### src/hw/rtl/fab_pkg.sv
// Shared types, constants and helpers for the framebuffer alpha blend engine.
// Used by fab_front, fab_queue, fab_back and framebuffer_alpha_blend_pixel.
// No dependencies.
package fab_pkg;

  localparam int unsigned MaxWidthDef  = 256;
  localparam int unsigned MaxHeightDef = 256;
  localparam int unsigned QueueDepth   = 2;

  localparam logic [8:0]  FbWidthRst   = 9'd256;
  localparam logic [8:0]  FbHeightRst  = 9'd256;
  localparam logic [31:0] OpaqueAlpha  = 32'hFF00_0000;
  localparam logic [7:0]  FullCov      = 8'hFF;
  localparam logic [7:0]  ZeroCov      = 8'h00;

  typedef enum logic [1:0] {
    REQ_GLYPH = 2'd0,
    REQ_RECT  = 2'd1,
    REQ_READ  = 2'd2
  } req_e;

  typedef enum logic [0:0] {
    CFG_FB_WIDTH  = 1'b0,
    CFG_FB_HEIGHT = 1'b1
  } cfg_idx_e;

  typedef enum logic [2:0] {
    OP_CLIP,
    OP_SKIP,
    OP_FILL,
    OP_BLEND,
    OP_READ
  } op_e;

  typedef struct packed {
    op_e         op;
    logic [7:0]  coverage;
    logic [23:0] fg_color;
    logic        eos;
  } item_t;

  typedef struct packed {
    logic [31:0] pixel;
    logic        written;
    logic        clipped;
    logic        eos;
  } result_t;

  typedef struct packed {
    logic full;
    logic empty;
  } queue_status_t;

  typedef enum logic [1:0] {
    BK_IDLE,
    BK_MUL,
    BK_RES
  } back_state_e;

  // Exact floor(s / 255) for s <= 255*255.
  function automatic logic [7:0] div255(input logic [15:0] s);
    logic [16:0] t;
    t = {1'b0, s} + 17'd1 + {9'd0, s[15:8]};
    return t[15:8];
  endfunction

endpackage

### src/hw/rtl/fab_queue.sv
// Short FIFO between front and back ends; carries classified items and
// their store addresses. Depends on fab_pkg.
module fab_queue #(
  parameter int unsigned AW = 16
) (
  input  logic                   clk_i,
  input  logic                   rst_ni,
  input  logic                   push_i,
  input  fab_pkg::item_t         item_i,
  input  logic [AW-1:0]          addr_i,
  input  logic                   pop_i,
  output fab_pkg::item_t         item_o,
  output logic [AW-1:0]          addr_o,
  output fab_pkg::queue_status_t status_o
);

  localparam int unsigned PW = $clog2(fab_pkg::QueueDepth);

  fab_pkg::item_t item_q [fab_pkg::QueueDepth];
  logic [AW-1:0]  addr_q [fab_pkg::QueueDepth];
  logic [PW-1:0]  wr_ptr_q, wr_ptr_d, rd_ptr_q, rd_ptr_d;
  logic [PW:0]    count_q, count_d;
  logic           do_push, do_pop;

  assign status_o.full  = (count_q == (PW+1)'(fab_pkg::QueueDepth));
  assign status_o.empty = (count_q == '0);
  assign do_push = push_i && !status_o.full;
  assign do_pop  = pop_i && !status_o.empty;
  assign item_o  = item_q[rd_ptr_q];
  assign addr_o  = addr_q[rd_ptr_q];

  always_comb begin
    wr_ptr_d = do_push ? wr_ptr_q + PW'(1) : wr_ptr_q;
    rd_ptr_d = do_pop ? rd_ptr_q + PW'(1) : rd_ptr_q;
    count_d  = count_q + (PW+1)'(do_push) - (PW+1)'(do_pop);
  end

  always_ff @(posedge clk_i or negedge rst_ni) begin
    if (!rst_ni) begin
      wr_ptr_q <= '0;
      rd_ptr_q <= '0;
      count_q  <= '0;
    end else begin
      wr_ptr_q <= wr_ptr_d;
      rd_ptr_q <= rd_ptr_d;
      count_q  <= count_d;
    end
  end

  always_ff @(posedge clk_i) begin
    if (do_push) begin
      item_q[wr_ptr_q] <= item_i;
      addr_q[wr_ptr_q] <= addr_i;
    end
  end

endmodule

### config.mk
export PLATFORM = sky130hd
export DESIGN_NAME = fab_queue
export DESIGN_NICKNAME = d
export VERILOG_FILES = /design/src/hw/rtl/fab_pkg.sv /design/src/hw/rtl/fab_queue.sv
export SDC_FILE = /design/constraint.sdc
export NUM_CORES = 1
export LEC_CHECK = 0
export BUFFER_PORTS_ARGS = -buffer_cell sky130_fd_sc_hd__buf_4
export CAP_MARGIN = 10
export CORE_UTILIZATION = 35
export CTS_CLUSTER_DIAMETER = 100
export CTS_CLUSTER_SIZE = 8
export DETAILED_ROUTE_END_ITERATION = 8
export PLACE_DENSITY_LB_ADDON = 0.2
export RECOVER_POWER = 50
export SETUP_SLACK_MARGIN = 0.4
export SYNTH_ARGS = -nofsm -noshare
export SYNTH_HDL_FRONTEND = slang
export SYNTH_SLANG_ARGS = --single-unit
### constraint.sdc
create_clock -name clk_i -period 3.2 [get_ports clk_i]
set_clock_uncertainty 0.1 [all_clocks]
set_input_delay 0.32 -clock clk_i [delete_from_list [all_inputs] [get_ports clk_i]]
set_output_delay 0.32 -clock clk_i [all_outputs]
set_load 0.01 [all_outputs]
== Yosys cells after proc, flatten, opt, wreduce, memory -nomap -nowiden ==
Memories as Yosys holds them, arrays and structs flattened.
Index checks and enable logic that the tools add are counted.

* Bits in registers: 4
* RAM bits: 104
* Bits of input ports: 56
* Output and inout port bits: 54
* Logic and storage cells: 17
* Memories kept: 2

* Add/sub/neg operators: 4
* Equality and inequality tests: 1
* Mux-type cells: 2
* Reduce and logical (&&, ||, !) cells: 5

{| class="wikitable"
|+ Memories
! name !! depth !! width !! read ports !! clocked after Yosys merged registers in !! wr ports !! RTL line !! source
|-
| item_q || 2 || 36 || 1 || 0 || 1 || fab_queue.sv:19 || <nowiki>fab_pkg::item_t item_q [fab_pkg::QueueDepth];</nowiki>
|-
| addr_q || 2 || 16 || 1 || 0 || 1 || fab_queue.sv:20 || <nowiki>logic [AW-1:0] addr_q [fab_pkg::QueueDepth];</nowiki>
|}

{| class="wikitable"
|+ Operators with widths
! operator !! count
|-
| $add A1 B1 Y1 const B || 2
|-
| $add A2 B1 Y2 || 1
|-
| $eq A2 B2 Y1 const B || 1
|-
| $logic_and A1 B1 Y1 || 2
|-
| $logic_not A1 Y1 || 2
|-
| $logic_not A2 Y1 || 1
|-
| $mux W1 || 2
|-
| $sub A2 B1 Y2 || 1
|}

== Logic depth before layout (Yosys ltp) ==
Gate-level depths: netlist of run 1.

* Depth after elaboration: 5
* Depth in mapped cells: 7
* Mapped depth without buffers: 7

== Worst setup path after synthesis of run 1 ==
OpenSTA, ideal clock, no wires.

* Path kind: register -> register
* Start: register count_q[1]
* End: memory addr_q[0][0], enable pin
* Setup time: 0.462 ns
* Data arrival time: 2.776 ns
* Data required time: 2.638 ns
* Slack: -0.138 ns
* Cell stages (with the launch flop): 4
* Path buffers: 0
* Period minus slack after synthesis: 3.338 ns
* Cell sequence: dfrtp_1 nand2b_1 nand2_1 nor2_1

* Cells in the longest elaborated chain, start to end: 5

{| class="wikitable"
|+ RTL lines
! element !! RTL line !! source
|-
| start, declared || fab_queue.sv:22 || <nowiki>logic [PW:0] count_q, count_d;</nowiki>
|-
| start signal, assigned || fab_queue.sv:46 || <nowiki>count_q <= count_d;</nowiki>
|-
| $eq A2 B2 Y1 || fab_queue.sv:25 || <nowiki>assign status_o.full = (count_q == (PW+1)'(fab_pkg::QueueDepth));</nowiki>
|-
| $logic_not A1 Y1 || fab_queue.sv:27 || <nowiki>assign do_push = push_i && !status_o.full;</nowiki>
|-
| $logic_and A1 B1 Y1 || fab_queue.sv:27 ||
|-
| $mux W1 || fab_queue.sv:51 || <nowiki>if (do_push) begin</nowiki>
|-
| $mux W1 (implied by the code) || fab_queue.sv:53 || <nowiki>addr_q[wr_ptr_q] <= addr_i;</nowiki>
|-
| end, declared || fab_queue.sv:20 ||
|}

No other way between the ends.

==> results.py, run 1 <==
metrics = {
    "timing": {
        "hold_viol": 0,
        "period_share_pct": 76.43,
        "min_period_ns": 2.446,
        "setup_viol": 0,
        "timing.fmax_mhz": 408.9,
        "rsz0062_at_grt": "no",
        "worst_slack_ns": 0.7542,
        "tns_ns": 0,
        "finalMaxSlewViolations": 0,
        "slew_headroom_pct": 10.26,
        "tightest_slew_ns": 1.346,
    },
    "pwr": {
        "powerDensity_mw_per_mm2": 917.6,
        "ir_drop_v": 0.0003476,
        "p_leak_nw": 2.119,
    },
    "cells_and_area": {
        "final_area_mm2": 0.005415,
        "stdcell_count": 445,
        "multi_input_area_um2": 868.3,
        "nets": 356,
        "n_antenna_cell": 0,
        "final_cell_mix": "edfxtp_1 (104), buf_4 (55), mux2_4 (49)",
        "fin_util_pct": 46.82,
        "drive_above_1_share_pct": 54.30,
        "mostFrequentLayoutCell": "edfxtp_1",
        "nFillCells": 999,
        "synthToLayoutAreaGrowth_pct": 28.81,
        "seq_area_mm2": 0.003227,
    },
    "routing": {
        "drc": 6,
        "drt_iter0_markers": 66,
        "wl_per_cell_um": 15.40,
        "viasPerCell": 4.409,
        "ant_nets": 0,
        "drtPass1Iterations": 6,
        "via_count": 1962,
        "wirelength_um": 6851,
    },
    "die": {
        "coreArea_mm2": 0.01156,
        "dieArea_mm2": 0.01245,
        "io_pins": 110,
        "initial_utilization_pct": 36.35,
        "rows": 39,
        "die_w_um": 111.6,
        "die_h_um": 111.6,
    },
    "worst_setup_path": {
        "worstPathArrival_ns": 2.03,
        "cp_slowest_cell": "dfrtp_4",
        "path_cells": "mux2_2 > buf_4",
        "start_kind": "flip-flop",
        "crit_type": "flip-flop to output pin",
        "end_kind": "output pin",
        "cp_max_fo": 53,
        "slowest_delay_ns": 1.09,
        "cp.required_ns": 2.78,
    },
    "synth": {
        "ys_types": 15,
        "syn_avg_cell_area_um2": 23.36,
        "synth_cells": 180,
        "synth_top_cell_by_area": "edfxtp_1",
        "ys_ff_latch": 108,
        "ys_seq_area_share_pct": 76.67,
        "yosys_warnings": 0,
        "synth_area_mm2": 0.004204,
        "synth_area_leaders": "edfxtp_1 (74%), mux2_4 (18%), buf_12 (2.4%)",
        "synth_top_area_share_pct": 74.29,
        "syn-num-nets": 238,
    },
    "clock_network": {
        "clockBufferDepth": 2,
        "post_cts_buffers": 0,
        "clk_latency_ns": 0.33,
        "clkTransAtPathRegs_ns": 0.07,
        "cts_hold_buf": 1,
        "cts_sinks": 108,
        "cts-buffers-inserted": 9,
        "post_cts_resized": 0,
        "cts_root_buf": "clkbuf_16",
        "cts_max_level": 3,
        "tritoncts": "yes",
    },
    "global_routing": {
        "antenna_found_initial": 0,
        "grt_pass1_vias": 2004,
        "grt_pass1_wl_um": 10480,
        "grt_remaining_overflow": 0,
        "grt_max_degree": 54,
        "track_usage_pct": 11.25,
    },
    "place": {
        "gp_congestion": 0.6823,
        "port-buffer-count": 109,
        "dp_slack_ns": 1.078,
        "place_inst": 429,
        "post_dp_cell_area_mm2": 0.005137,
        "dp_hpwl_um": 4456,
    },
    "outcome": {
        "violations": "DRC",
        "status": "complete, but fails checks",
    },
    "job": {
        "maxCapViolations": 0,
    },
    "worst_hold_path": {
        "min_path_type": "primary input to flip-flop",
    },
}
## state kept, by name (all words and copies together), names as in the netlist
| name | count |
|---|---|
| count_q | 2 |
| item_q | 72 |
| wr_ptr_q | 1 |
| addr_q | 32 |
| rd_ptr_q | 1 |
## where the power goes
group / internal (W) / switching (W)
Combinational: 0.000950 / 0.000607
Sequential: 0.00194 / 0.000265
Clock: 0.000758 / 0.000451
Total: 0.00365 / 0.00132
## path summary, 6_finish.rpt
path                                 startpoint                 endpoint  slack [ns]  depth (start not counted)
min in group asynchronous                rst_ni     rd_ptr_q$_DFFE_PN0P_        0.26                          2
max in group asynchronous                rst_ni     rd_ptr_q$_DFFE_PN0P_        2.51                          2
min reg2reg                count_q[1]$_DFF_PN0_     count_q[1]$_DFF_PN0_        0.41                          1
max reg2reg                count_q[1]$_DFF_PN0_  item_q[0][19]$_DFFE_PP_        0.95                          4
max                        rd_ptr_q$_DFFE_PN0P_               item_o[23]        0.75                          2
min                                  item_i[31]  item_q[0][31]$_DFFE_PP_        0.08                          1
## stage by stage
step | hold slack (ns) | power, W
final | 0.07983 | 0.004969
after global routing | 0.07299 | 0.005202
after CTS | 0.05028 | 0.005088
after detailed placement | 0.02184 | 0.003865
after global placement | 0.02377 | 0.003845
after floorplan | -0.07559 | 0.003253
## layer usage
metal  vias to the layer above  global-route usage, %  share of wire, %
li1                        936                      -                 -
met1                       949                  13.12                42
met2                        70                  19.33                51
met3                         7                  3.593               6.0
met4                         0                  4.324              0.99
met5                         -                      0                 0
## worst max-delay path: cells and delay by family, from the launching register on
| kind | cells | cell delay, ns |
|---|---|---|
| flops | 1 | 1.09 |
| buf+inv | 1 | 0.14 |
| mux | 1 | 0.42 |
## Yosys cell counts
master and count:
ha_1 2, xnor2_1 3, edfxtp_1 104, nand2b_1 1, buf_6 1, nand2_1 1, dfrtp_1 4, and3_1 1
nor2b_2 1, buf_12 5, mux2_4 49, mux2_2 3, inv_1 2, xor2_1 1, nor2_1 2
## area by class of cell
| cell class | count | share of cell area, % |
|---|---|---|
| clock inverter | 5 | 1.872 |
| sequential | 108 | 59.59 |
| clock buffer | 10 | 4.228 |
| inverter | 2 | 0.1386 |
| multi-input combinational | 64 | 16.04 |
| tap | 143 | 3.304 |
| timing repair buffer | 113 | 14.83 |
## kinds of logic after synthesis
| family | count (synthesis) | share of synthesized area (%) |
|---|---|---|
| xor gates and xnor gates | 4 | 0.8335 |
| and+or+nand+nor | 6 | 0.7740 |
| muxes | 52 | 18.30 |
| DFF | 108 | 76.67 |
| adders and majority gates | 2 | 0.5951 |
| buffers and inverters | 8 | 2.828 |
Power figures use the tool's default switching activity.
==> run 2: changes to the inputs <==
ABC_AREA = 1   (was unset)
clock period = 2.3 ns   (was 3.2 ns; I/O delays follow)
==> run 2 against run 1 <==
Compared with the run above:
- the run now ends clean
- power increased by 36%
- synthesized area fell by 3.6%
- count of clock-buffer cells in the layout fell by 1
==> results.py, run 2 <==
metrics = {
    "pwr": {
        "p_sw_w": 0.002158,
        "ir_drop_v": 0.0005645,
        "p_int_w": 0.004619,
        "clkPwrFrac_pct": 23.6,
        "combPwrFrac_pct": 35.2,
        "p_leak_nw": 2.464,
        "p_seq_share_pct": 41.2,
        "powerDensity_mw_per_mm2": 1169,
        "swShare_pct": 31.85,
    },
    "synth": {
        "syn_avg_cell_area_um2": 13.29,
        "ys_ff_latch": 108,
        "syn-num-nets": 363,
        "synth_edf_count": 104,
        "yosysMostFrequentCell": "nand2_1",
        "synth_cells": 305,
        "synth_area_leaders": "edfxtp_1 (77%), nand2_1 (16%), dfrtp_1 (2.5%)",
        "synth-main-ff-cell": "edfxtp_1",
        "ys_seq_area_share_pct": 79.53,
        "yosys_warnings": 0,
        "synth_top_cell_by_area": "edfxtp_1",
        "ys_types": 10,
        "synth_area_mm2": 0.004053,
        "synth_top_area_share_pct": 77.06,
        "synth_common_cells": "nand2_1 (169), edfxtp_1 (104), inv_1 (10), buf_6 (6), buf_4 (5)",
        "postSynth.asyncResetShare_pct": 3.704,
    },
    "worst_setup_path": {
        "reg2reg_to": "addr_q[0][6]$_DFFE_PP_",
        "rr_worst_depth": 4,
        "r2r-start": "count_q[1]$_DFF_PN0_",
        "cp.required_ns": 2.16,
        "worstPathArrival_ns": 1.73,
        "cp_slowest_cell": "clkbuf_4",
        "r2r_slack_ns": 0.44,
        "end_kind": "flip-flop",
        "crit_type": "flip-flop to flip-flop",
        "cp_max_fo": 52,
        "path_cells": "nand2_1 > nand3_1 > clkinvlp_4 > clkbuf_4",
        "slowest_delay_ns": 0.63,
        "start_kind": "flip-flop",
    },
    "cells_and_area": {
        "drive_above_1_share_pct": 25.26,
        "regMostFlops": "item_q",
        "largest_reg_flops": 72,
        "nets": 529,
        "final_cell_mix": "nand2_1 (169), edfxtp_1 (104), buf_4 (56)",
        "top_regs": "item_q (72), addr_q (32), count_q (2)",
        "nFillCells": 966,
        "synthToLayoutAreaGrowth_pct": 43.04,
        "n_antenna_cell": 0,
        "final_area_mm2": 0.005797,
        "seq_area_mm2": 0.003224,
        "multi_input_area_um2": 685.7,
        "mostFrequentLayoutCell": "nand2_1",
    },
    "timing": {
        "timing.fmax_mhz": 536.7,
        "hold_viol": 0,
        "tightest_slew_ns": 0.7679,
        "slew_headroom_pct": 48.80,
        "min_period_ns": 1.863,
        "worst_slack_ns": 0.4368,
        "finalMaxSlewViolations": 0,
        "period_share_pct": 81.01,
        "tns_ns": 0,
        "setup_viol": 0,
        "rsz0062_at_grt": "no",
    },
    "routing": {
        "wl_per_cell_um": 12.57,
        "drtPass1Iterations": 4,
        "ant_nets": 0,
        "viasPerCell": 4.296,
        "wirelength_um": 7731,
        "drt_iter0_markers": 115,
        "via_count": 2642,
        "drc": 0,
    },
    "clock_network": {
        "cts_root_buf": "clkbuf_16",
        "clockBufferDepth": 2,
        "clk_latency_ns": 0.33,
        "tritoncts": "yes",
        "cts_sinks": 108,
        "clkTransAtPathRegs_ns": 0.07,
        "post_cts_buffers": 0,
        "cts-buffers-inserted": 9,
        "cts_max_level": 3,
    },
    "die": {
        "initial_utilization_pct": 36.58,
        "dieArea_mm2": 0.01201,
        "die_w_um": 109.6,
        "io_pins": 110,
        "rows": 38,
        "coreArea_mm2": 0.01108,
        "die_h_um": 109.6,
    },
    "place": {
        "post_dp_cell_area_mm2": 0.005009,
        "gp_congestion": 0.6915,
        "port-buffer-count": 109,
        "dp_hpwl_um": 4526,
        "dp_slack_ns": 0.7723,
    },
    "outcome": {
        "status": "complete, no violations",
    },
    "global_routing": {
        "antenna_found_initial": 0,
        "grt_pass1_wl_um": 11960,
        "grt_max_degree": 54,
        "grt_pass1_vias": 2527,
        "track_usage_pct": 13.62,
        "grt_remaining_overflow": 0,
    },
    "worst_hold_path": {
        "min-delay-start": "pop_i",
        "hold_end": "rd_ptr_q$_DFFE_PN0P_",
        "min_path_type": "primary input to flip-flop",
        "hold_depth": 3,
    },
    "job": {
        "maxCapViolations": 0,
    },
}
-- run 2: cells by family after synthesis --
kind of cell	after synthesis	synth area share [%]
fa+ha+maj	2	0.6174
buf+inv	22	3.736
flops	108	79.53
simple gates	173	16.12
-- run 2: layout make-up --
class                   count  share of cell area [%]
inverters                  11                  0.8634
flip-flops and latches    108                   55.62
repair buffers            166                   23.29
multi-input cells         175                   11.83
well taps                 140                   3.022
clock buffers               9                   3.885
clock inverters             6                   1.489
-- run 2: worst max-delay path by stage --
stage                    startpoint                      to  slack, ns
2_1_floorplan  count_q[1]$_DFF_PN0_  addr_q[1][0]$_DFFE_PP_       0.43
3_3_place_gp   count_q[1]$_DFF_PN0_  addr_q[1][2]$_DFFE_PP_       0.81
3_5_place_dp   count_q[1]$_DFF_PN0_    count_q[1]$_DFF_PN0_       0.77
4_1_cts        rd_ptr_q$_DFFE_PN0P_               item_o[1]       0.51
5_1_grt        count_q[1]$_DFF_PN0_  addr_q[0][0]$_DFFE_PP_       0.33
6_report       count_q[1]$_DFF_PN0_  addr_q[0][6]$_DFFE_PP_       0.44
-- run 2: timing repair --
| action | in CTS | in global routing |
|---|---|---|
| endpoints found under the hold margin | 108 | 0 |
| setup endpoints to repair | 0 | 0 |
| hold buffers | 53 | 0 |
| resized for setup | 0 | 0 |
-- run 2: worst max-delay path, delay by kind of cell (launching register included) --
kind                   cells  cell delay (ns)
flip-flops                 1             0.39
AND/OR/NAND/NOR            2             0.25
buffers and inverters      2             0.73
-- run 2: metrics by stage --
stage / utilization, % / hold WS (ns) / power [W] / cells
after floorplan: - / -0.1656 / 0.004172 / 305
after global placement: 45.21 / -0.06834 / 0.005221 / 547
after detailed placement: 45.21 / -0.06893 / 0.005253 / 547
after CTS: 52.81 / 0.05501 / 0.006926 / 615
after global routing: 52.33 / 0.07131 / 0.007216 / 615
final: 52.33 / 0.07376 / 0.006778 / 615
-- run 2: power by group through the flow --
stage          clock network (W)  registers (W)  logic, W
2_1_floorplan                  0        0.00281   0.00136
3_3_place_gp                   0        0.00282   0.00240
3_5_place_dp                   0        0.00283   0.00242
4_1_cts                  0.00164        0.00279   0.00250
5_1_grt                  0.00171        0.00283   0.00268
6_report                 0.00160        0.00279   0.00239
-- run 2: routing by layer --
layer,routed length [um],GRT usage [%],vias to the layer above
met5,0,0,-
met4,148,6.857,0
met2,3736,22.37,82
li1,-,-,1348
met1,3436,17.21,1201
met3,409,2.667,11
==> run 3: changes to the inputs <==
clock period = 1.6 ns   (was 2.3 ns; I/O delays follow)
==> run 3 against run 2 <==
Compared with the run above:
- the run now ends with setup timing left
- combinational power grew to 2.5 times the previous value
- power rose by 81%
- non-clock buffer count grew 50
- final cell count grew 9.1%
- sequential share of layout area down 9.0 points
- largest power group is now combinational cells
- clock power up 33%
- cell area rose by 19%
- largest cell class unchanged
- sequential power grew 46%
- via count is 14% higher
==> results.py, run 3 (synthesized netlist as in run 2, its figures left out) <==
metrics = {
    "timing": {
        "hold_viol": 0,
        "tightest_slew_ns": 0.2671,
        "min_period_ns": 1.637,
        "rsz0062_at_grt": "yes",
        "worst_slack_ns": -0.03675,
        "slew_headroom_pct": 82.20,
        "period_share_pct": 102.3,
        "timing.fmax_mhz": 611.0,
        "setup_viol": 23,
        "finalMaxSlewViolations": 0,
    },
    "worst_setup_path": {
        "cp.required_ns": 1.34,
        "worstPathArrival_ns": 1.38,
        "cp_slowest_cell": "dfrtp_2",
        "crit_type": "flip-flop to output pin",
        "cp_max_fo": 6,
        "slowest_delay_ns": 0.49,
        "path_cells": "buf_12 > inv_4 > nand2_1 > nand2_1 > buf_4",
        "worst_path_most_repeated_cell": "nand2_1",
        "end_kind": "output pin",
        "start_kind": "flip-flop",
    },
    "routing": {
        "drt_iter0_markers": 131,
        "wirelength_um": 10360,
        "wl_met3_um": 481,
        "drtPass1Iterations": 4,
        "met2_length_um": 5228,
        "viasPerCell": 4.484,
        "ant_nets": 0,
        "drc": 0,
        "via_count": 3009,
        "wl_met1_um": 4550,
        "wl_per_cell_um": 15.44,
        "topRoutingLayerUsed": "met4",
    },
    "global_routing": {
        "grt_pass1_vias": 2908,
        "track_usage_pct": 17.97,
        "grt_max_degree": 29,
        "antenna_found_initial": 0,
        "grt_remaining_overflow": 0,
        "grt_pass1_wl_um": 15200,
    },
    "clock_network": {
        "clockBufferDepth": 2,
        "clk_latency_ns": 0.33,
        "clkTransAtPathRegs_ns": 0.07,
        "tritoncts": "yes",
        "cts-buffers-inserted": 9,
        "cts_root_buf": "clkbuf_16",
        "cts_sinks": 108,
        "cts_max_level": 3,
    },
    "pwr": {
        "combPwrFrac_pct": 49.5,
        "p_leak_nw": 2.950,
        "swShare_pct": 33.99,
        "p_int_w": 0.008099,
        "p_sw_w": 0.004171,
        "clkPwrFrac_pct": 17.4,
        "ir_drop_v": 0.0008218,
        "powerDensity_mw_per_mm2": 1774,
        "p_seq_share_pct": 33.1,
    },
    "cells_and_area": {
        "mostFrequentLayoutCell": "nand2_1",
        "drive_above_1_share_pct": 39.55,
        "regMostFlops": "item_q",
        "synthToLayoutAreaGrowth_pct": 70.67,
        "nets": 584,
        "top_regs": "item_q (72), addr_q (32), count_q (2)",
        "n_antenna_cell": 0,
        "stdcell_count": 671,
        "final_cell_mix": "nand2_1 (149), edfxtp_1 (104), buf_4 (55)",
        "largest_reg_flops": 72,
    },
    "die": {
        "initial_utilization_pct": 36.58,
        "die_w_um": 109.6,
        "rows": 38,
        "io_pins": 110,
        "dieArea_mm2": 0.01201,
        "coreArea_mm2": 0.01108,
        "die_h_um": 109.6,
    },
    "job": {
        "maxCapViolations": 0,
    },
    "place": {
        "place_inst": 549,
        "dp_slack_ns": 0.07279,
        "port-buffer-count": 109,
        "dp_hpwl_um": 4883,
        "gp_congestion": 0.6646,
    },
    "outcome": {
        "status": "complete, but fails checks",
        "violations": "setup timing",
    },
    "worst_hold_path": {
        "min_path_type": "primary input to async pin",
    },
}
[run 3: changes by cell type in the layout (fill, tap and decap cells not counted), moves of 8 or more]
cell | previous run | this run
buf_6 | 0 | 27
nand2_1 | 169 | 149
inv_1 | 9 | 1
buf_16 | 0 | 12
nand2_2 | 0 | 14
buf_12 | 1 | 9
[run 3: power groups by stage]
stage | Sequential, W | Clock (W) | Combinational (W)
floorplan | 0.00405 | 0 | 0.00197
global placement | 0.00406 | 0 | 0.00354
detailed placement | 0.00408 | 0 | 0.00357
CTS | 0.00403 | 0.00219 | 0.00555
global route | 0.00411 | 0.00232 | 0.00654
finish | 0.00406 | 0.00213 | 0.00607
[run 3: per-stage QoR]
step | setup TNS (ns) | hold slack [ns] | power (W) | utilization [%] | instance area [um^2]
2_1_floorplan | -23.89 | -0.2356 | 0.006017 | - | 4074
3_3_place_gp | 0 | -0.1370 | 0.007596 | 45.55 | 5046
3_5_place_dp | 0 | -0.1366 | 0.007651 | 45.55 | 5046
4_1_cts | -0.03122 | 0.01869 | 0.01177 | 60.46 | 6698
5_1_grt | -3.403 | 0.1240 | 0.01296 | 62.44 | 6917
6_report | -0.2785 | 0.1087 | 0.01227 | 62.44 | 6917
[run 3: final timing paths]
path                                           end  slack, ns                  from  cells after the start
hold / removal                wr_ptr_q$_DFFE_PN0P_       0.11                rst_ni                      2
max in group asynchronous     count_q[1]$_DFF_PN0_       1.06                rst_ni                      2
min in group clk_i            wr_ptr_q$_DFFE_PN0P_       0.13                push_i                      4
setup reg to reg           item_q[1][28]$_DFFE_PP_      -0.01  count_q[1]$_DFF_PN0_                      7
setup / recovery                         addr_o[4]      -0.04  rd_ptr_q$_DFFE_PN0P_                      5
hold reg to reg               wr_ptr_q$_DFFE_PN0P_       0.43  wr_ptr_q$_DFFE_PN0P_                      2
[run 3: worst max-delay path, delay by kind of cell (launching register included)]
family,cells,cell delay (ns)
and+or+nand+nor,2,0.13
DFF,1,0.49
buffers and inverters,3,0.41
[run 3: routing by layer]
layer | global-route usage, % | vias to the layer above
li1 | - | 1470
met1 | 23.02 | 1439
met2 | 30.41 | 93
met3 | 4.090 | 7
met4 | 5.429 | 0
met5 | 0 | -
[run 3: what timing repair did]
item,4_1_cts,5_1_grt
endpoints found under the setup margin,160,161
setup buffers,28,3
resized for setup,71,40
hold endpoints to repair,109,0
hold buffers,54,0
gates cloned,17,4
pin swaps,10,2
[run 3: layout make-up]
type	count	area (um^2)
clock buffers	9	225.2
clock inverters	7	68.82
fillers	831	4161
inverters	11	63.81
multi-input cells	175	808.3
flip-flops and latches	108	3226
well taps	140	175.2
repair buffers	216	2285
repair inverters	5	65.06
