`src/hw/rtl/fab_pkg.sv`:
```
// Shared types, constants and helpers for the framebuffer alpha blend engine.
// Used by fab_front, fab_queue, fab_back and framebuffer_alpha_blend_pixel.
// No dependencies.
package fab_pkg;

  localparam int unsigned MaxWidthDef  = 256;
  localparam int unsigned MaxHeightDef = 256;
  localparam int unsigned QueueDepth   = 2;

  localparam logic [8:0]  FbWidthRst   = 9'd256;
  localparam logic [8:0]  FbHeightRst  = 9'd256;
  localparam logic [31:0] OpaqueAlpha  = 32'hFF00_0000;
  localparam logic [7:0]  FullCov      = 8'hFF;
  localparam logic [7:0]  ZeroCov      = 8'h00;

  typedef enum logic [1:0] {
    REQ_GLYPH = 2'd0,
    REQ_RECT  = 2'd1,
    REQ_READ  = 2'd2
  } req_e;

  typedef enum logic [0:0] {
    CFG_FB_WIDTH  = 1'b0,
    CFG_FB_HEIGHT = 1'b1
  } cfg_idx_e;

  typedef enum logic [2:0] {
    OP_CLIP,
    OP_SKIP,
    OP_FILL,
    OP_BLEND,
    OP_READ
  } op_e;

  typedef struct packed {
    op_e         op;
    logic [7:0]  coverage;
    logic [23:0] fg_color;
    logic        eos;
  } item_t;

  typedef struct packed {
    logic [31:0] pixel;
    logic        written;
    logic        clipped;
    logic        eos;
  } result_t;

  typedef struct packed {
    logic full;
    logic empty;
  } queue_status_t;

  typedef enum logic [1:0] {
    BK_IDLE,
    BK_MUL,
    BK_RES
  } back_state_e;

  // Exact floor(s / 255) for s <= 255*255.
  function automatic logic [7:0] div255(input logic [15:0] s);
    logic [16:0] t;
    t = {1'b0, s} + 17'd1 + {9'd0, s[15:8]};
    return t[15:8];
  endfunction

endpackage

```
`src/hw/rtl/fab_front.sv`:
```
// Front end: holds the bound registers, clips coordinates, computes the
// store address and classifies each request. Depends on fab_pkg.
module fab_front #(
  parameter int unsigned MAX_WIDTH  = fab_pkg::MaxWidthDef,
  parameter int unsigned MAX_HEIGHT = fab_pkg::MaxHeightDef,
  localparam int unsigned AW = $clog2(MAX_WIDTH * MAX_HEIGHT)
) (
  input  logic                  clk_i,
  input  logic                  rst_ni,
  input  logic                  cfg_we_i,
  input  logic [0:0]            cfg_idx_i,
  input  logic [8:0]            cfg_wdata_i,
  input  logic                  valid_i,
  output logic                  ready_o,
  input  logic [1:0]            req_type_i,
  input  logic [10:0]           pixel_x_i,
  input  logic [10:0]           pixel_y_i,
  input  logic [7:0]            coverage_i,
  input  logic [23:0]           fg_color_i,
  input  logic                  end_of_shape_i,
  input  fab_pkg::queue_status_t q_status_i,
  output logic                  push_o,
  output fab_pkg::item_t        item_o,
  output logic [AW-1:0]         addr_o
);

  localparam int unsigned WBW = $clog2(MAX_WIDTH + 1);
  localparam int unsigned HBW = $clog2(MAX_HEIGHT + 1);
  localparam int unsigned MB  = (WBW > HBW) ? WBW : HBW;
  localparam int unsigned CW  = (MB > 11) ? MB : 11;

  logic [8:0]    fb_width_q, fb_width_d;
  logic [8:0]    fb_height_q, fb_height_d;
  logic [CW-1:0] w_eff, h_eff, xz, yz;
  logic [2*CW-1:0] lin_addr;
  logic          clipped;

  always_comb begin
    fb_width_d  = fb_width_q;
    fb_height_d = fb_height_q;
    if (cfg_we_i) begin
      case (fab_pkg::cfg_idx_e'(cfg_idx_i))
        fab_pkg::CFG_FB_WIDTH:  fb_width_d  = cfg_wdata_i;
        fab_pkg::CFG_FB_HEIGHT: fb_height_d = cfg_wdata_i;
        default: ;
      endcase
    end
  end

  always_ff @(posedge clk_i or negedge rst_ni) begin
    if (!rst_ni) begin
      fb_width_q  <= fab_pkg::FbWidthRst;
      fb_height_q <= fab_pkg::FbHeightRst;
    end else begin
      fb_width_q  <= fb_width_d;
      fb_height_q <= fb_height_d;
    end
  end

  // Bounds saturate to the store geometry.
  always_comb begin
    w_eff = (CW'(fb_width_q) > CW'(MAX_WIDTH)) ? CW'(MAX_WIDTH) : CW'(fb_width_q);
    h_eff = (CW'(fb_height_q) > CW'(MAX_HEIGHT)) ? CW'(MAX_HEIGHT) : CW'(fb_height_q);
    xz    = CW'(pixel_x_i[9:0]);
    yz    = CW'(pixel_y_i[9:0]);
    clipped = pixel_x_i[10] || pixel_y_i[10] || (xz >= w_eff) || (yz >= h_eff);
    lin_addr = (2*CW)'(yz * w_eff) + (2*CW)'(xz);
    addr_o   = clipped ? '0 : lin_addr[AW-1:0];
  end

  always_comb begin
    item_o.coverage = coverage_i;
    item_o.fg_color = fg_color_i;
    item_o.eos      = end_of_shape_i;
    if (clipped) begin
      item_o.op = fab_pkg::OP_CLIP;
    end else begin
      case (fab_pkg::req_e'(req_type_i))
        fab_pkg::REQ_GLYPH: begin
          if (coverage_i == fab_pkg::FullCov) begin
            item_o.op = fab_pkg::OP_FILL;
          end else if (coverage_i == fab_pkg::ZeroCov) begin
            item_o.op = fab_pkg::OP_SKIP;
          end else begin
            item_o.op = fab_pkg::OP_BLEND;
          end
        end
        fab_pkg::REQ_RECT: item_o.op = fab_pkg::OP_BLEND;
        default:           item_o.op = fab_pkg::OP_READ;
      endcase
    end
  end

  assign ready_o = !q_status_i.full;
  assign push_o  = valid_i && !q_status_i.full;

endmodule

```
`config.mk`:
```
export PLATFORM = sky130hd
export DESIGN_NAME = fab_front
export DESIGN_NICKNAME = d
export VERILOG_FILES = /design/src/hw/rtl/fab_pkg.sv /design/src/hw/rtl/fab_front.sv
export SDC_FILE = /design/constraint.sdc
export NUM_CORES = 1
export LEC_CHECK = 0
export BUFFER_PORTS_ARGS = -buffer_cell sky130_fd_sc_hd__buf_2
export CAP_MARGIN = 20
export CORE_MARGIN = 10
export CORE_UTILIZATION = 50
export DETAILED_ROUTE_END_ITERATION = 16
export PLACE_DENSITY = 0.81
export SETUP_SLACK_MARGIN = 0.4
export SLEW_MARGIN = 30
export SYNTH_ARGS = -nofsm -noshare
export SYNTH_HDL_FRONTEND = slang
export SYNTH_SLANG_ARGS = --single-unit
```
`constraint.sdc`:
```
create_clock -name clk_i -period 7.1 [get_ports clk_i]
set_clock_uncertainty 0.05 [all_clocks]
set_input_delay 0.71 -clock clk_i [delete_from_list [all_inputs] [get_ports clk_i]]
set_output_delay 0.71 -clock clk_i [all_outputs]
set_load 0.02 [all_outputs]
```
; Word level (Yosys, flattened, before mapping)
; Index checks and enable logic that the tools add are counted.
[totals]
register_bits = 18
input_bits = 73
out_inout_bits = 54
wordCells = 27
[classes]
addsub = 1
mul = 1
magnitude_cmp = 4
n_eq_ne = 2
n_mux = 7
n_bitwise = 1
n_reduce_logical = 9
[ops]
columns = cell, count
row1 = 10-bit by 9-bit greater-or-equal comparator with 1-bit output, 2
row2 = "9-bit greater-than comparator, second input constant", 2
row3 = 9-bit 2-to-1 mux, 2
row4 = 16-bit by 10-bit adder with 16-bit output, 1
row5 = 10-bit by 9-bit multiplier with 16-bit output, 1
row6 = 16-bit 2-to-1 mux, 1
row7 = "8-bit == test, second input constant", 1
row8 = 8-bit zero test, 1
row9 = 3-bit case mux with 2 select lines, 1
row10 = 2-bit 2-to-1 mux, 2
row11 = 2-bit AND reduction, 2
row12 = 1-bit logical OR, 3
row13 = 3-bit 2-to-1 mux, 1
row14 = "2-bit by 1-bit == test with 1-bit output, second input constant", 1
row15 = 2-bit zero test, 1
row16 = 1-bit logical AND, 1
row17 = 1-bit zero test, 1
row18 = 1-bit NOT, 1

; Longest topological paths before layout
; Gate-level depths: netlist (run 1).
[logic_depth]
word_depth = 6
mapped_depth = 21
mapped_depth_nobuf = 19

; Least setup slack after synthesis (run 1)
; No wires, ideal clock.
[synth_timing]
kind = flip-flop to output port
from = reg fb_width_q[8]
to = out addr_o[13]
arrival_ns = 5.664
required_ns = 6.340
setup_slack_ns = 0.676
path_stages_with_launch = 20
path_buffers = 2
path_cell_list = dfstp_2 clkbuf_1 nor2b_1 clkbuf_1 and2_1 fa_1 fa_1 inv_1 fa_1 inv_1 fa_1 inv_1 fa_1 inv_1 ha_1 or3_1 o2111a_1 nor3_1 nor3_1 nor4_1
[synth_between]
elab_chain_cells = 6
word_cells_on_any_way = 8
cone_classes = 1 x add/sub / 1 x mul / 2 x order compare / 2 x mux / 2 x reduce/logical
[synth_lines]
columns = item, line
row1 = "start, declared", fab_front.sv:32  ; logic [8:0] fb_width_q, fb_width_d;
row2 = "start signal, assigned", fab_front.sv:52  ; fb_width_q <= fab_pkg::FbWidthRst;
row3 = "start signal, assigned", fab_front.sv:55  ; fb_width_q <= fb_width_d;
row4 = 9-bit greater-than comparator, fab_front.sv:62  ; w_eff = (CW'(fb_width_q) > CW'(MAX_WIDTH)) ? CW'(MAX_WIDTH) : CW'(fb_width_q);
row5 = 9-bit 2-to-1 mux (*), fab_front.sv:62
row6 = branches (longest 3 deep; another with 10-bit by 9-bit multiplier with 16-bit output), -
row7 = 16-bit 2-to-1 mux (*), fab_front.sv:68  ; addr_o = clipped ? '0 : lin_addr[AW-1:0];
row8 = "end, declared", fab_front.sv:24  ; output logic [AW-1:0] addr_o
; Every way passes the cells marked *.

; Worst setup path in the final report (run 1)
; Ends and elaborated chain as after synthesis.

==> metrics.md, run 1 <==
| Metric | Value |
|---|---|
| VDD IR max | `around 0.22 mV` |
| Starting Density | `0.517` |
| CP Launch Type | `register` |
| Layout cells sized above 1 | `0.196` |
| Mapped Area | `approximately 4600 um^2` |
| Status | `finished, final reports clean` |
| Logic pwr share | `0.885` |
| Core area | `8810 um^2` |
| Nets | `about 760` |
| RSZ-0062 raised after global routing | `yes` |
| Max-cap violations | `0` |
| Critical R2R Launch | `fb_width_q[8]` |
| Fin. Hold Viols | `0` |
| Worst Hold Class | `in -> async` |
| Worst-Margin Slew | `0.795 ns` |
| Largest net degree at the start of global routing | `20` |
| Leak pwr | `2.57 nW` |
| First-pass GRT wire length | `16900 um` |
| Drt wl/cell | `14.9 um` |
| Via density | `5.45` |
| Cells resized by post-CTS repair | `4` |
| TNS Setup | `0 ns` |
| Critical Path RT | `6.34 ns` |
| Synth Net Count | `727` |
| Setup crit start | `fb_width_q[8]` |
| Layout area overhead | `6.35%` |
| Initial drt markers | `around 190` |
| Crit path kind | `reg -> out` |
| Crit share post-route | `0.936` |
| Hold slack | `around 0.33 ns` |
| Initial antenna violation count | `0` |
| # hold bufs at CTS | `0` |
| CTS root buf | `clkbuf_8` |
| Crit end category | `output port` |
| Row Count | `34` |
| Async set-or-reset flop fraction in the synthesized netlist | `1.00` |
| Max Clock Freq | `~150 MHz` |
| Switching power | `0.000932 W` |
| Register area share after synthesis | `0.0995` |
| Pins Over Slew Limit | `0` |
| Final ANT Viol Nets | `0` |
| Total Power | `0.00173 W` |
| Clock buffer depth | `2` |
| Grt ovf | `0` |
| Synthesized area per cell | `8.51 um^2` |
| Vias in the first global route | `3784` |
| Synth Instances | `535` |
| Rel. slew slack | `0.469` |
| Final setup violation count | `0` |
| CTS Buf Count | `3` |
| Post-DP HPWL | `between 8000 and 9000 um` |
| Number of inserted diodes | `0` |
| Routability cong. | `about 0.89` |
| P_int | `0.000802 W` |
| CTS tree | `yes` |
| Post-synth EDFFs | `0` |
| H-tree lvl count | `1` |
| Die area | `about 13000 um^2` |
| FF+latch count, synth | `18` |
| Worst EP arrival | `5.89 ns` |
| Net Sw Frac | `0.537` |
| Clk slew on worst S/H paths | `0.06 ns` |
| Drt drc | `0` |
| GRT Total Usage | `0.150` |
| Clock Sinks | `18` |
| Sequential power share | `0.076` |
| Yosys cell types | `46` |
| Drt pass-1 iters | `5` |
| Routed wire length | `a little over 10000 um` |
| CP max FO | `19` |
| Primary FF master, synth | `dfrtp_1` |
| Ports | `127` |
| Die width | `115 um` |
| Min cycle time layout | `6.65 ns` |
| Pwr per Cell Area | `roughly 360 nW/um^2` |
| Clock power share | `0.039` |
| Syn. warnings | `0` |
| Port bufs | `75` |
| Die Ht | `~120 um` |
| Vias | `3677` |
| Setup Fix Bufs, Post-CTS | `0` |
| Skew-Pair Late Insertion Delay | `0.25 ns` |
==> layer usage <==
| metal | global-route usage | share of wire | vias to the layer above |
|---|---|---|---|
| met3 | 0.0305 | 0.090 | 21 |
| met5 | 0 | 0 | - |
| met1 | 0.187 | 0.42 | 1766 |
| met4 | 0.0287 | 0.011 | 0 |
| li1 | - | - | 1723 |
| met2 | 0.265 | 0.48 | 167 |
==> critical path: stages (launching register included) <==
cell,delay (ns)
dfstp_4,0.74
nor2b_2,0.15
and2_1,0.21
fa_1,0.46
fa_1,0.55
inv_1,0.05
fa_1,0.47
inv_1,0.05
fa_1,0.52
inv_1,0.05
fa_1,0.51
inv_1,0.04
ha_1,0.24
or3_1,0.41
o2111a_1,0.30
nor3_1,0.30
nor3_1,0.11
nor4_1,0.23
buf_2,0.23
==> sequential cells by signal, summed over array words and instances (netlist names) <==
name         flops
fb_height_q      9
fb_width_q       9
==> placed cells by master (no fill, tap or decap), types with 2 or more instances in the layout <==
| cell type | instances |
|---|---|
| o21ai_0 | 14 |
| xor2_1 | 3 |
| buf_2 | 75 |
| clkbuf_8 | 3 |
| a211oi_1 | 3 |
| nor3_1 | 11 |
| nor2b_1 | 8 |
| nand4_1 | 2 |
| a21oi_1 | 10 |
| nand2_1 | 73 |
| buf_4 | 3 |
| and2_1 | 31 |
| nand2b_1 | 5 |
| xnor2_1 | 9 |
| nor2b_2 | 5 |
| nand3_1 | 4 |
| or3_1 | 2 |
| fa_1 | 61 |
| dfrtp_1 | 16 |
| a31oi_1 | 3 |
| nor4_1 | 4 |
| inv_1 | 94 |
| ha_1 | 58 |
| nor2_1 | 27 |
| o211ai_1 | 3 |
| o21a_1 | 3 |
| mux2_2 | 17 |
==> through the flow <==
| step | utilization | std cells | setup slack, ns | area (um^2) |
|---|---|---|---|---|
| 2_1_floorplan | - | 535 | 0.676 | 4550 |
| 3_3_place_gp | 0.543 | 672 | 0.630 | 4780 |
| 3_5_place_dp | 0.543 | 672 | 0.597 | 4780 |
| 4_1_cts | 0.549 | 675 | 0.454 | 4830 |
| 5_1_grt | 0.550 | 675 | 0.302 | 4840 |
| 6_report | 0.550 | 675 | 0.453 | 4840 |
==> synth_stat cells, drive strengths merged (2+ instances only) <==
| master | n | area, um^2 |
|---|---|---|
| or3 | 2 | 12.5 |
| buf | 38 | 268 |
| xor2 | 3 | 26.3 |
| nand3 | 4 | 20.0 |
| a211oi | 3 | 22.5 |
| dfstp | 2 | 52.6 |
| a21oi | 10 | 50.1 |
| o21a | 3 | 22.5 |
| nor2 | 27 | 101 |
| o211ai | 3 | 22.5 |
| clkbuf | 11 | 41.3 |
| ha | 58 | 726 |
| dfrtp | 16 | 400 |
| nand2 | 73 | 274 |
| nor3 | 11 | 55.1 |
| a31oi | 3 | 18.8 |
| mux2 | 17 | 191 |
| nor2b | 13 | 81.3 |
| nor4 | 4 | 25.0 |
| xnor2 | 9 | 78.8 |
| nand2b | 5 | 31.3 |
| inv | 94 | 353 |
| and2 | 31 | 194 |
| o21ai | 14 | 70.1 |
| fa | 61 | 1220 |
| nand4 | 2 | 12.5 |
==> cell families (layout without fill, tap and decap cells) <==
logic type,after synthesis,after routing,synth area share
compound gates,47,47,0.0701
xor+xnor,12,12,0.0231
fa+ha+maj,119,119,0.427
buf+inv,144,176,0.146
flops,18,18,0.0994
mux,18,18,0.0442
simple gates,177,177,0.190
==> power by group through the flow <==
stage	clock, W	sequential (W)	combinational [W]
after floorplan	0	0.000127	0.00124
after global placement	0	0.000131	0.00144
after detailed placement	0	0.000132	0.00152
after CTS	0.0000697	0.000131	0.00153
after global routing	0.0000734	0.000134	0.00177
final	0.0000679	0.000132	0.00153
==> worst paths after layout <==
kind | endpoint | slack (ns) | cells after the start
hold reg to reg | fb_height_q[0] | 0.45 | 1
setup reg to reg | fb_width_q[8] | 5.97 | 2
min in group clk_i | fb_height_q[0] | 0.45 | 1
setup / recovery | addr_o[13] | 0.45 | 18
hold / removal | fb_height_q[4] | 0.33 | 1
max in group asynchronous | fb_height_q[8] | 6.36 | 1
==> layout make-up <==
class	count	area, um^2
inverter	95	357
timing repair buffer	78	398
sequential	18	457
clock buffer	3	41.3
fill	793	3960
multi-input combinational	373	3460
tap	108	135
(Power assumes the default switching activity.)
==> run 2, diff against run 1 <==
--- a/config.mk
+++ b/config.mk
@@ -5,12 +5,15 @@
 export SDC_FILE = /design/constraint.sdc
 export NUM_CORES = 1
 export LEC_CHECK = 0
+export ABC_AREA = 1
 export BUFFER_PORTS_ARGS = -buffer_cell sky130_fd_sc_hd__buf_2
-export CAP_MARGIN = 20
+export CAP_MARGIN = 30
+export CELL_PAD_IN_SITES_DETAIL_PLACEMENT = 2
+export CELL_PAD_IN_SITES_GLOBAL_PLACEMENT = 2
 export CORE_MARGIN = 10
-export CORE_UTILIZATION = 50
+export CORE_UTILIZATION = 30
 export DETAILED_ROUTE_END_ITERATION = 16
-export PLACE_DENSITY = 0.81
+export PLACE_DENSITY = 0.87
 export SETUP_SLACK_MARGIN = 0.4
 export SLEW_MARGIN = 30
 export SYNTH_ARGS = -nofsm -noshare
==> run 2 against run 1 <==
Routed wire length rose by 51%. Utilization shrank 21 points. Combinational power fell by 12%.
==> metrics.md, run 2 <==
| Metric | Value |
|---|---|
| Leak pwr | `3.13 nW (was 2.57 nW)` |
| Number of inserted diodes | `0 (unchanged)` |
| Vias | `4373 (was 3677)` |
| Async set-or-reset flop fraction in the synthesized netlist | `1.00 (unchanged)` |
| Routed wire length | `15200 um (was 10100 um)` |
| Register-to-register setup slack | `6.05 ns (was 5.97 ns)` |
| Routability cong. | `0.834 (was 0.891)` |
| Final ANT Viol Nets | `0 (unchanged)` |
| Pins Over Slew Limit | `0 (unchanged)` |
| Mapped Area | `4820 um^2 (was 4550 um^2)` |
| # hold bufs at CTS | `0 (unchanged)` |
| Hold slack | `0.340 ns (was 0.329 ns)` |
| CTS root buf | `clkbuf_16 (was clkbuf_8)` |
| Die Ht | `147 um (was 115 um)` |
| RSZ-0062 raised after global routing | `yes (unchanged)` |
| FF+latch count, synth | `18 (unchanged)` |
| Register-to-Register Path Depth | `3 (was 2)` |
| Grt peak-use layer | `met2 (unchanged)` |
| Dpl cell area | `5190 um^2 (was 4780 um^2)` |
| Drt pass-1 iters | `4 (was 5)` |
| Area contributors post-synth | `fa_1 (25%), ha_1 (15%), nand2_1 (13%) (was fa_1 (27%), ha_1 (16%), dfrtp_1 (8.8%))` |
| CP Launch Type | `register (unchanged)` |
| Syn. warnings | `0 (unchanged)` |
| Synth Net Count | `870 (was 727)` |
| Vias in the first global route | `5153 (was 3784)` |
| Most common cell after layout, fill and taps aside | `nand2_1 (was inv_1)` |
| Met1 global-route usage | `0.176 (was 0.187)` |
| Top Registers | `fb_height_q x9, fb_width_q x9 (unchanged)` |
| Via density | `4.67 (was 5.45)` |
| Worst EP arrival | `5.68 ns (was 5.89 ns)` |
| CTS Buf Count | `3 (unchanged)` |
| Status | `finished, final reports clean (unchanged)` |
| Area share of the largest cell type after synthesis | `0.253 (was 0.268)` |
| Fin. Hold Viols | `0 (unchanged)` |
| Clock Sinks | `18 (unchanged)` |
| Placed cells | `929 (was 672)` |
| Worst-Margin Slew | `0.495 ns (was 0.795 ns)` |
| Compound-gate portion of the synthesized area | `0.0482 (was 0.0701)` |
| Die width | `147 um (was 115 um)` |
| Grt ovf | `0 (unchanged)` |
| Die area | `21600 um^2 (was 13300 um^2)` |
| Post-DP HPWL | `13700 um (was 8780 um)` |
| Synth area leader | `fa_1 (unchanged)` |
| Starting Density | `0.305 (was 0.517)` |
| Clock buffer depth | `2 (unchanged)` |
| Min cycle time layout | `6.44 ns (was 6.65 ns)` |
| Non-filler cells in the finished layout | `936 (was 675)` |
| Synth Area in XOR/XNOR | `0.0163 (was 0.0231)` |
| Primary FF master, synth | `dfrtp_1 (unchanged)` |
| P_int | `0.000692 W (was 0.000802 W)` |
| Logic pwr share | `0.847 (was 0.885)` |
| Crit end category | `output port (unchanged)` |
| Post-synth EDFFs | `0 (unchanged)` |
| VDD IR max | `0.120 mV (was 0.223 mV)` |
| Synth Instances | `678 (was 535)` |
| Initial antenna violation count | `0 (unchanged)` |
| Drt wl/cell | `16.3 um (was 14.9 um)` |
| Skew-Pair Late Insertion Delay | `0.24 ns (was 0.25 ns)` |
| Post-synthesis mux area share | `0 (was 0.0442)` |
| Clk slew on worst S/H paths | `0.05 ns (was 0.06 ns)` |
| Layout area overhead | `10.5% (was 6.35%)` |
| Critical Path Slowest Stage Cell | `fa_1 (was dfstp_4)` |
| TNS Setup | `0 ns (unchanged)` |
| FILL cells | `1940 (was 793)` |
| Critical path's top delay family | `adder cells (unchanged)` |
| Max Clock Freq | `155 MHz (was 150 MHz)` |
| CP max FO | `5 (was 19)` |
| Setup crit start | `fb_width_q[7] (was fb_width_q[8])` |
| Critical R2R Launch | `fb_width_q[8] (unchanged)` |
| GRT Total Usage | `0.143 (was 0.150)` |
| Main combinational cell family by area after synthesis | `adder cells (unchanged)` |
| Max-cap violations | `0 (unchanged)` |
| CTS tree | `yes (unchanged)` |
| Simple-gate share of the synthesized area | `0.259 (was 0.190)` |
| Met2 Usage GRT | `0.262 (was 0.265)` |
| Drt drc | `0 (unchanged)` |
| Count leader, synth | `nand2_1 (was inv_1)` |
| Crit path kind | `reg -> out (unchanged)` |
| Pwr per Cell Area | `297 nW/um^2 (was 358 nW/um^2)` |
| Rel. slew slack | `0.669 (was 0.469)` |
| Port bufs | `75 (unchanged)` |
| Critical Path RT | `6.34 ns (about the same)` |
| Grt met3 use | `0.0178 (was 0.0305)` |
| CP Buf/Inv Count | `7 (was 5)` |
| Worst Hold Class | `in -> async (unchanged)` |
| Initial drt markers | `118 (was 191)` |
| Crit share post-route | `0.907 (was 0.936)` |
| Clock power share | `0.071 (was 0.039)` |
| Commonest cells in the netlist | `nand2_1 (170), inv_1 (149), nor2_1 (68) (was inv_1 (94), nand2_1 (73), fa_1 (61))` |
| Worst reg2reg endpoint | `fb_width_q[8] (unchanged)` |
| Core area | `15800 um^2 (was 8810 um^2)` |
| Largest stage delay, worst path | `0.55 ns (was 0.74 ns)` |
| Commonest cells after routing, fill and taps aside | `nand2_1 (165), inv_1 (146), buf_2 (75), nor2_1 (64), fa_1 (61) (was inv_1 (94), buf_2 (75), nand2_1 (73), fa_1 (61), ha_1 (58))` |
| Yosys cell types | `34 (was 46)` |
| Ports | `127 (unchanged)` |
| Synth Area in Adders | `0.404 (was 0.427)` |
| Row Count | `46 (was 34)` |
| Sequential power share | `0.082 (was 0.076)` |
| Synthesized area per cell | `7.12 um^2 (was 8.51 um^2)` |
| First-pass GRT wire length | `25800 um (was 16900 um)` |
| Layout cells sized above 1 | `0.167 (was 0.196)` |
| Switching power | `0.000892 W (was 0.000932 W)` |
| H-tree lvl count | `1 (unchanged)` |
| Final setup violation count | `0 (unchanged)` |
| Nets | `913 (was 761)` |
| Register area share after synthesis | `0.0939 (was 0.0995)` |
| Net Sw Frac | `0.563 (was 0.537)` |
| Largest net degree at the start of global routing | `19 (was 20)` |
| CP dominant cell by count | `fa_1 (unchanged)` |
| Final instance area | `5330 um^2 (was 4840 um^2)` |
-- run 2: cell types whose count changed after synthesis, sizes merged, moves of 4 or more --
| cell | change |
|---|---|
| nand4 | +5 |
| nor2b | -13 |
| nand3 | +17 |
| nand2b | -5 |
| nor2 | +54 |
| a21oi | +4 |
| inv | +57 |
| clkbuf | -5 |
| nor3 | -10 |
| o21ai | +8 |
| nand2 | +100 |
| mux2 | -17 |
| and2 | -30 |
-- run 2: how the worst max path moves through the flow --
| stage | end | depth (start not counted) | slack, ns |
|---|---|---|---|
| final | addr_o[15] | 25 | 0.66 |
| after detailed placement | addr_o[15] | 27 | 0.61 |
| after floorplan | addr_o[15] | 25 | 1.32 |
| after global placement | addr_o[15] | 26 | 0.79 |
| after CTS | addr_o[15] | 26 | 0.44 |
| after global routing | addr_o[13] | 27 | 0.35 |
-- run 2: repair_timing --
action / CTS / global route
resized for setup: 3 / 16
setup endpoints to repair: 1 / 9
buffers inserted: 0 / 3
pin swaps: 0 / 1
-- run 2: through the flow --
step                      power (W)  utilization  setup WS (ns)
after floorplan             0.00111            -           1.32
after global placement      0.00136        0.328          0.789
after detailed placement    0.00145        0.328          0.612
after CTS                   0.00157        0.333          0.445
after global routing        0.00184        0.337          0.353
final                       0.00158        0.337          0.662
-- run 2: metal layers --
metal | vias up | wire length, um | part of all wire
met5 | - | 0 | 0
met4 | 0 | 170 | 0.011
met3 | 10 | 577 | 0.038
met2 | 84 | 7760 | 0.51
met1 | 2191 | 6740 | 0.44
li1 | 2088 | - | -
-- run 2: kinds of logic after synthesis --
family,count (synthesis)
AO/OA/AOI/OAI,43
AND/OR/NAND/NOR,296
XOR/XNOR,9
adder cells (fa/ha/maj),119
flip-flops,18
buffers and inverters,193
-- run 2: area by class of cell --
type	count	area, um^2	area share
clock buffers	4	78.8	0.0148
inverters	152	576	0.108
multi-input cells	467	3550	0.665
flip-flops and latches	18	453	0.0850
well taps	216	270	0.0507
repair buffers	79	405	0.0761
-- run 2: power by group through the flow --
stage	Combinational (W)	Clock (W)	Sequential (W)
after floorplan	0.000989	0	0.000126
after global placement	0.00123	0	0.000132
after detailed placement	0.00131	0	0.000133
after CTS	0.00133	0.000114	0.000132
after global routing	0.00159	0.000121	0.000132
final	0.00134	0.000112	0.000130
==> run 3, diff against run 2 <==
--- a/config.mk
+++ b/config.mk
@@ -5,15 +5,14 @@
 export SDC_FILE = /design/constraint.sdc
 export NUM_CORES = 1
 export LEC_CHECK = 0
-export ABC_AREA = 1
 export BUFFER_PORTS_ARGS = -buffer_cell sky130_fd_sc_hd__buf_2
 export CAP_MARGIN = 30
 export CELL_PAD_IN_SITES_DETAIL_PLACEMENT = 2
 export CELL_PAD_IN_SITES_GLOBAL_PLACEMENT = 2
 export CORE_MARGIN = 10
-export CORE_UTILIZATION = 30
+export CORE_UTILIZATION = 32
 export DETAILED_ROUTE_END_ITERATION = 16
-export PLACE_DENSITY = 0.87
+export PLACE_DENSITY = 0.88
 export SETUP_SLACK_MARGIN = 0.4
 export SLEW_MARGIN = 30
 export SYNTH_ARGS = -nofsm -noshare
==> run 3 against run 2 <==
Critical path depth decreased by 5. Via count decreased by 15%. Maximum frequency decreased by 0.20%. Sequential power about the same. Die area decreased by 10%. Count of clock-buffer cells in the layout unchanged. Global-route usage increased by 0.55 points. Non-clock buffer count increased by 8. Routed wire length decreased by 1.4%. Worst hold slack got worse by 0.0022 ns. Clock power increased by 12%. Combinational power increased by 32%. Largest power group unchanged. Highest routed layer unchanged.
==> metrics.md, run 3 (synthesis gave the netlist of run 1 again) <==
| Metric | Value |
|---|---|
| Status | `finished, final reports clean (unchanged)` |
| Routed wire length | `15000 um (was 15200 um)` |
| CTS tree | `yes (unchanged)` |
| GRT Total Usage | `0.149 (was 0.143)` |
| VDD IR max | `0.194 mV (was 0.120 mV)` |
| Initial antenna violation count | `0 (unchanged)` |
| Drt pass-1 iters | `4 (unchanged)` |
| Crit path kind | `reg -> out (unchanged)` |
| FILL cells | `1624 (was 1940)` |
| Die Ht | `139 um (was 147 um)` |
| Die width | `139 um (was 147 um)` |
| Via density | `4.91 (was 4.67)` |
| Ports | `127 (unchanged)` |
| Register-to-register setup slack | `5.86 ns (was 6.05 ns)` |
| Routability cong. | `0.830 (was 0.834)` |
| Pwr per Cell Area | `396 nW/um^2 (was 297 nW/um^2)` |
| Initial drt markers | `91 (was 118)` |
| Commonest cells after routing, fill and taps aside | `inv_1 (94), nand2_1 (73), buf_2 (73), fa_1 (61), ha_1 (56) (was nand2_1 (165), inv_1 (146), buf_2 (75), nor2_1 (64), fa_1 (61))` |
| Worst-Margin Slew | `0.942 ns (was 0.495 ns)` |
| Crit end category | `output port (unchanged)` |
| CP Buf/Inv Count | `7 (unchanged)` |
| Row Count | `43 (was 46)` |
| Starting Density | `0.327 (was 0.305)` |
| Port bufs | `75 (unchanged)` |
| Worst Hold Class | `in -> async (unchanged)` |
| Leak pwr | `2.65 nW (was 3.13 nW)` |
| Pins Over Slew Limit | `0 (unchanged)` |
| Max Clock Freq | `155 MHz (about the same)` |
| Clock buffer depth | `2 (unchanged)` |
| CTS Buf Count | `3 (unchanged)` |
| Final instance area | `5120 um^2 (was 5330 um^2)` |
| Setup crit start | `fb_width_q[8] (was fb_width_q[7])` |
| Worst EP arrival | `5.69 ns (was 5.68 ns)` |
| RSZ-0062 raised after global routing | `yes (unchanged)` |
| Critical R2R Launch | `fb_width_q[8] (unchanged)` |
| Grt ovf | `0 (unchanged)` |
| Register area | `457 um^2 (was 453 um^2)` |
| Max-cap violations | `0 (unchanged)` |
| Core area | `13900 um^2 (was 15800 um^2)` |
| Register-to-Register Path Depth | `3 (unchanged)` |
| Rel. slew slack | `0.371 (was 0.669)` |
| CTS root buf | `clkbuf_16 (unchanged)` |
| Nets | `770 (was 913)` |
| TNS Setup | `0 ns (unchanged)` |
| Crit share post-route | `0.909 (was 0.907)` |
| Critical path's top delay family | `adder cells (unchanged)` |
| Dpl cell area | `4880 um^2 (was 5190 um^2)` |
| Critical Path Slowest Stage Cell | `fa_1 (unchanged)` |
| CP Launch Type | `register (unchanged)` |
| Worst reg2reg endpoint | `fb_width_q[8] (unchanged)` |
| Largest net degree at the start of global routing | `20 (was 19)` |
| Fin. Hold Viols | `0 (unchanged)` |
| Layout area overhead | `12.4% (was 10.5%)` |
| Critical Path RT | `6.34 ns (about the same)` |
| Cell Chain, Critical Path | `buf_4 > nor2b_2 > nand2_1 > fa_1 > inv_1 > fa_1 > inv_1 > fa_1 > inv_1 > fa_1 > inv_1 > fa_1 > inv_1 > ha_2 > or3_1 > o2111a_2 > o311ai_4 > nand3_1 > nor3b_2 > buf_4` |
| Cell depth of the worst setup path | `20 (was 25)` |
| Die area | `19400 um^2 (was 21600 um^2)` |
| H-tree lvl count | `1 (unchanged)` |
| Skew-Pair Late Insertion Delay | `0.25 ns (was 0.24 ns)` |
| First-pass GRT wire length | `24200 um (was 25800 um)` |
| Clk slew on worst S/H paths | `0.06 ns (was 0.05 ns)` |
| CP max FO | `7 (was 5)` |
| Total Power | `0.00203 W (was 0.00158 W)` |
| Number of inserted diodes | `0 (unchanged)` |
| Post-DP HPWL | `12800 um (was 13700 um)` |
| Clock Sinks | `18 (unchanged)` |
| Drt wl/cell | `19.9 um (was 16.3 um)` |
| Multi-input gate area | `3520 um^2 (was 3550 um^2)` |
| Drt drc | `0 (unchanged)` |
| Top Registers | `fb_height_q x9, fb_width_q x9 (unchanged)` |
| Min cycle time layout | `6.45 ns (was 6.44 ns)` |
| # hold bufs at CTS | `0 (unchanged)` |
| Final ANT Viol Nets | `0 (unchanged)` |
| Worst setup path endpoint | `addr_o[15] (unchanged)` |
| Vias in the first global route | `4556 (was 5153)` |
| Layout cells sized above 1 | `0.225 (was 0.167)` |
| Largest stage delay, worst path | `0.57 ns (was 0.55 ns)` |
| Most common cell after layout, fill and taps aside | `inv_1 (was nand2_1)` |
| Vias | `3715 (was 4373)` |
| Final setup violation count | `0 (unchanged)` |
## run 3: layout make-up
cell class | count | share of cell area
timing repair buffer | 87 | 0.0926
sequential | 18 | 0.0892
clock buffer | 4 | 0.0173
multi-input combinational | 373 | 0.687
tap | 180 | 0.0440
inverter | 95 | 0.0696
## run 3: worst min path at each step
stage,startpoint,endpoint,depth (start not counted)
after floorplan,rst_ni,fb_height_q[0],0
after global placement,fb_height_q[0],fb_height_q[0],1
after detailed placement,fb_width_q[5],fb_width_q[5],1
after CTS,rst_ni,fb_height_q[6],1
after global routing,rst_ni,fb_width_q[3],1
final,rst_ni,fb_width_q[3],1
## run 3: stage by stage
| step | hold slack (ns) | cells | utilization | setup WS, ns |
|---|---|---|---|---|
| CTS | 0.355 | 751 | 0.359 | 0.436 |
| finish | 0.338 | 757 | 0.368 | 0.649 |
| detailed placement | 0.445 | 745 | 0.350 | 0.380 |
| floorplan | 0.364 | 535 | - | 0.676 |
| global route | 0.370 | 757 | 0.368 | 0.353 |
| global placement | 0.428 | 745 | 0.350 | 0.624 |
## run 3: worst register-to-register path, delay by kind of cell, from the launching register on
family	cells	cell delay [ns]
AOI/OAI and AO/OA	1	0.17
buffers and inverters	2	0.27
DFF	1	0.67
## run 3: timing repair
item                                    in CTS  in global routing
resized for setup                            7                 18
buffers inserted                             2                  6
pin swaps                                    0                  5
endpoints found under the setup margin       5                  6
## run 3: power by group
part	switching [W]	leakage [nW]	internal, W
clock network	0.0000397	0.0442	0.0000858
registers	0.0000118	0.209	0.000120
logic	0.00104	2.39	0.000729
## run 3: routing by layer
layer / wire (um) / vias up / GRT usage
met5: 0 / - / 0
met4: 149 / 0 / 0.0192
met3: 517 / 12 / 0.0191
met2: 8360 / 83 / 0.294
met1: 6000 / 1887 / 0.168
li1: - / 1733 / -
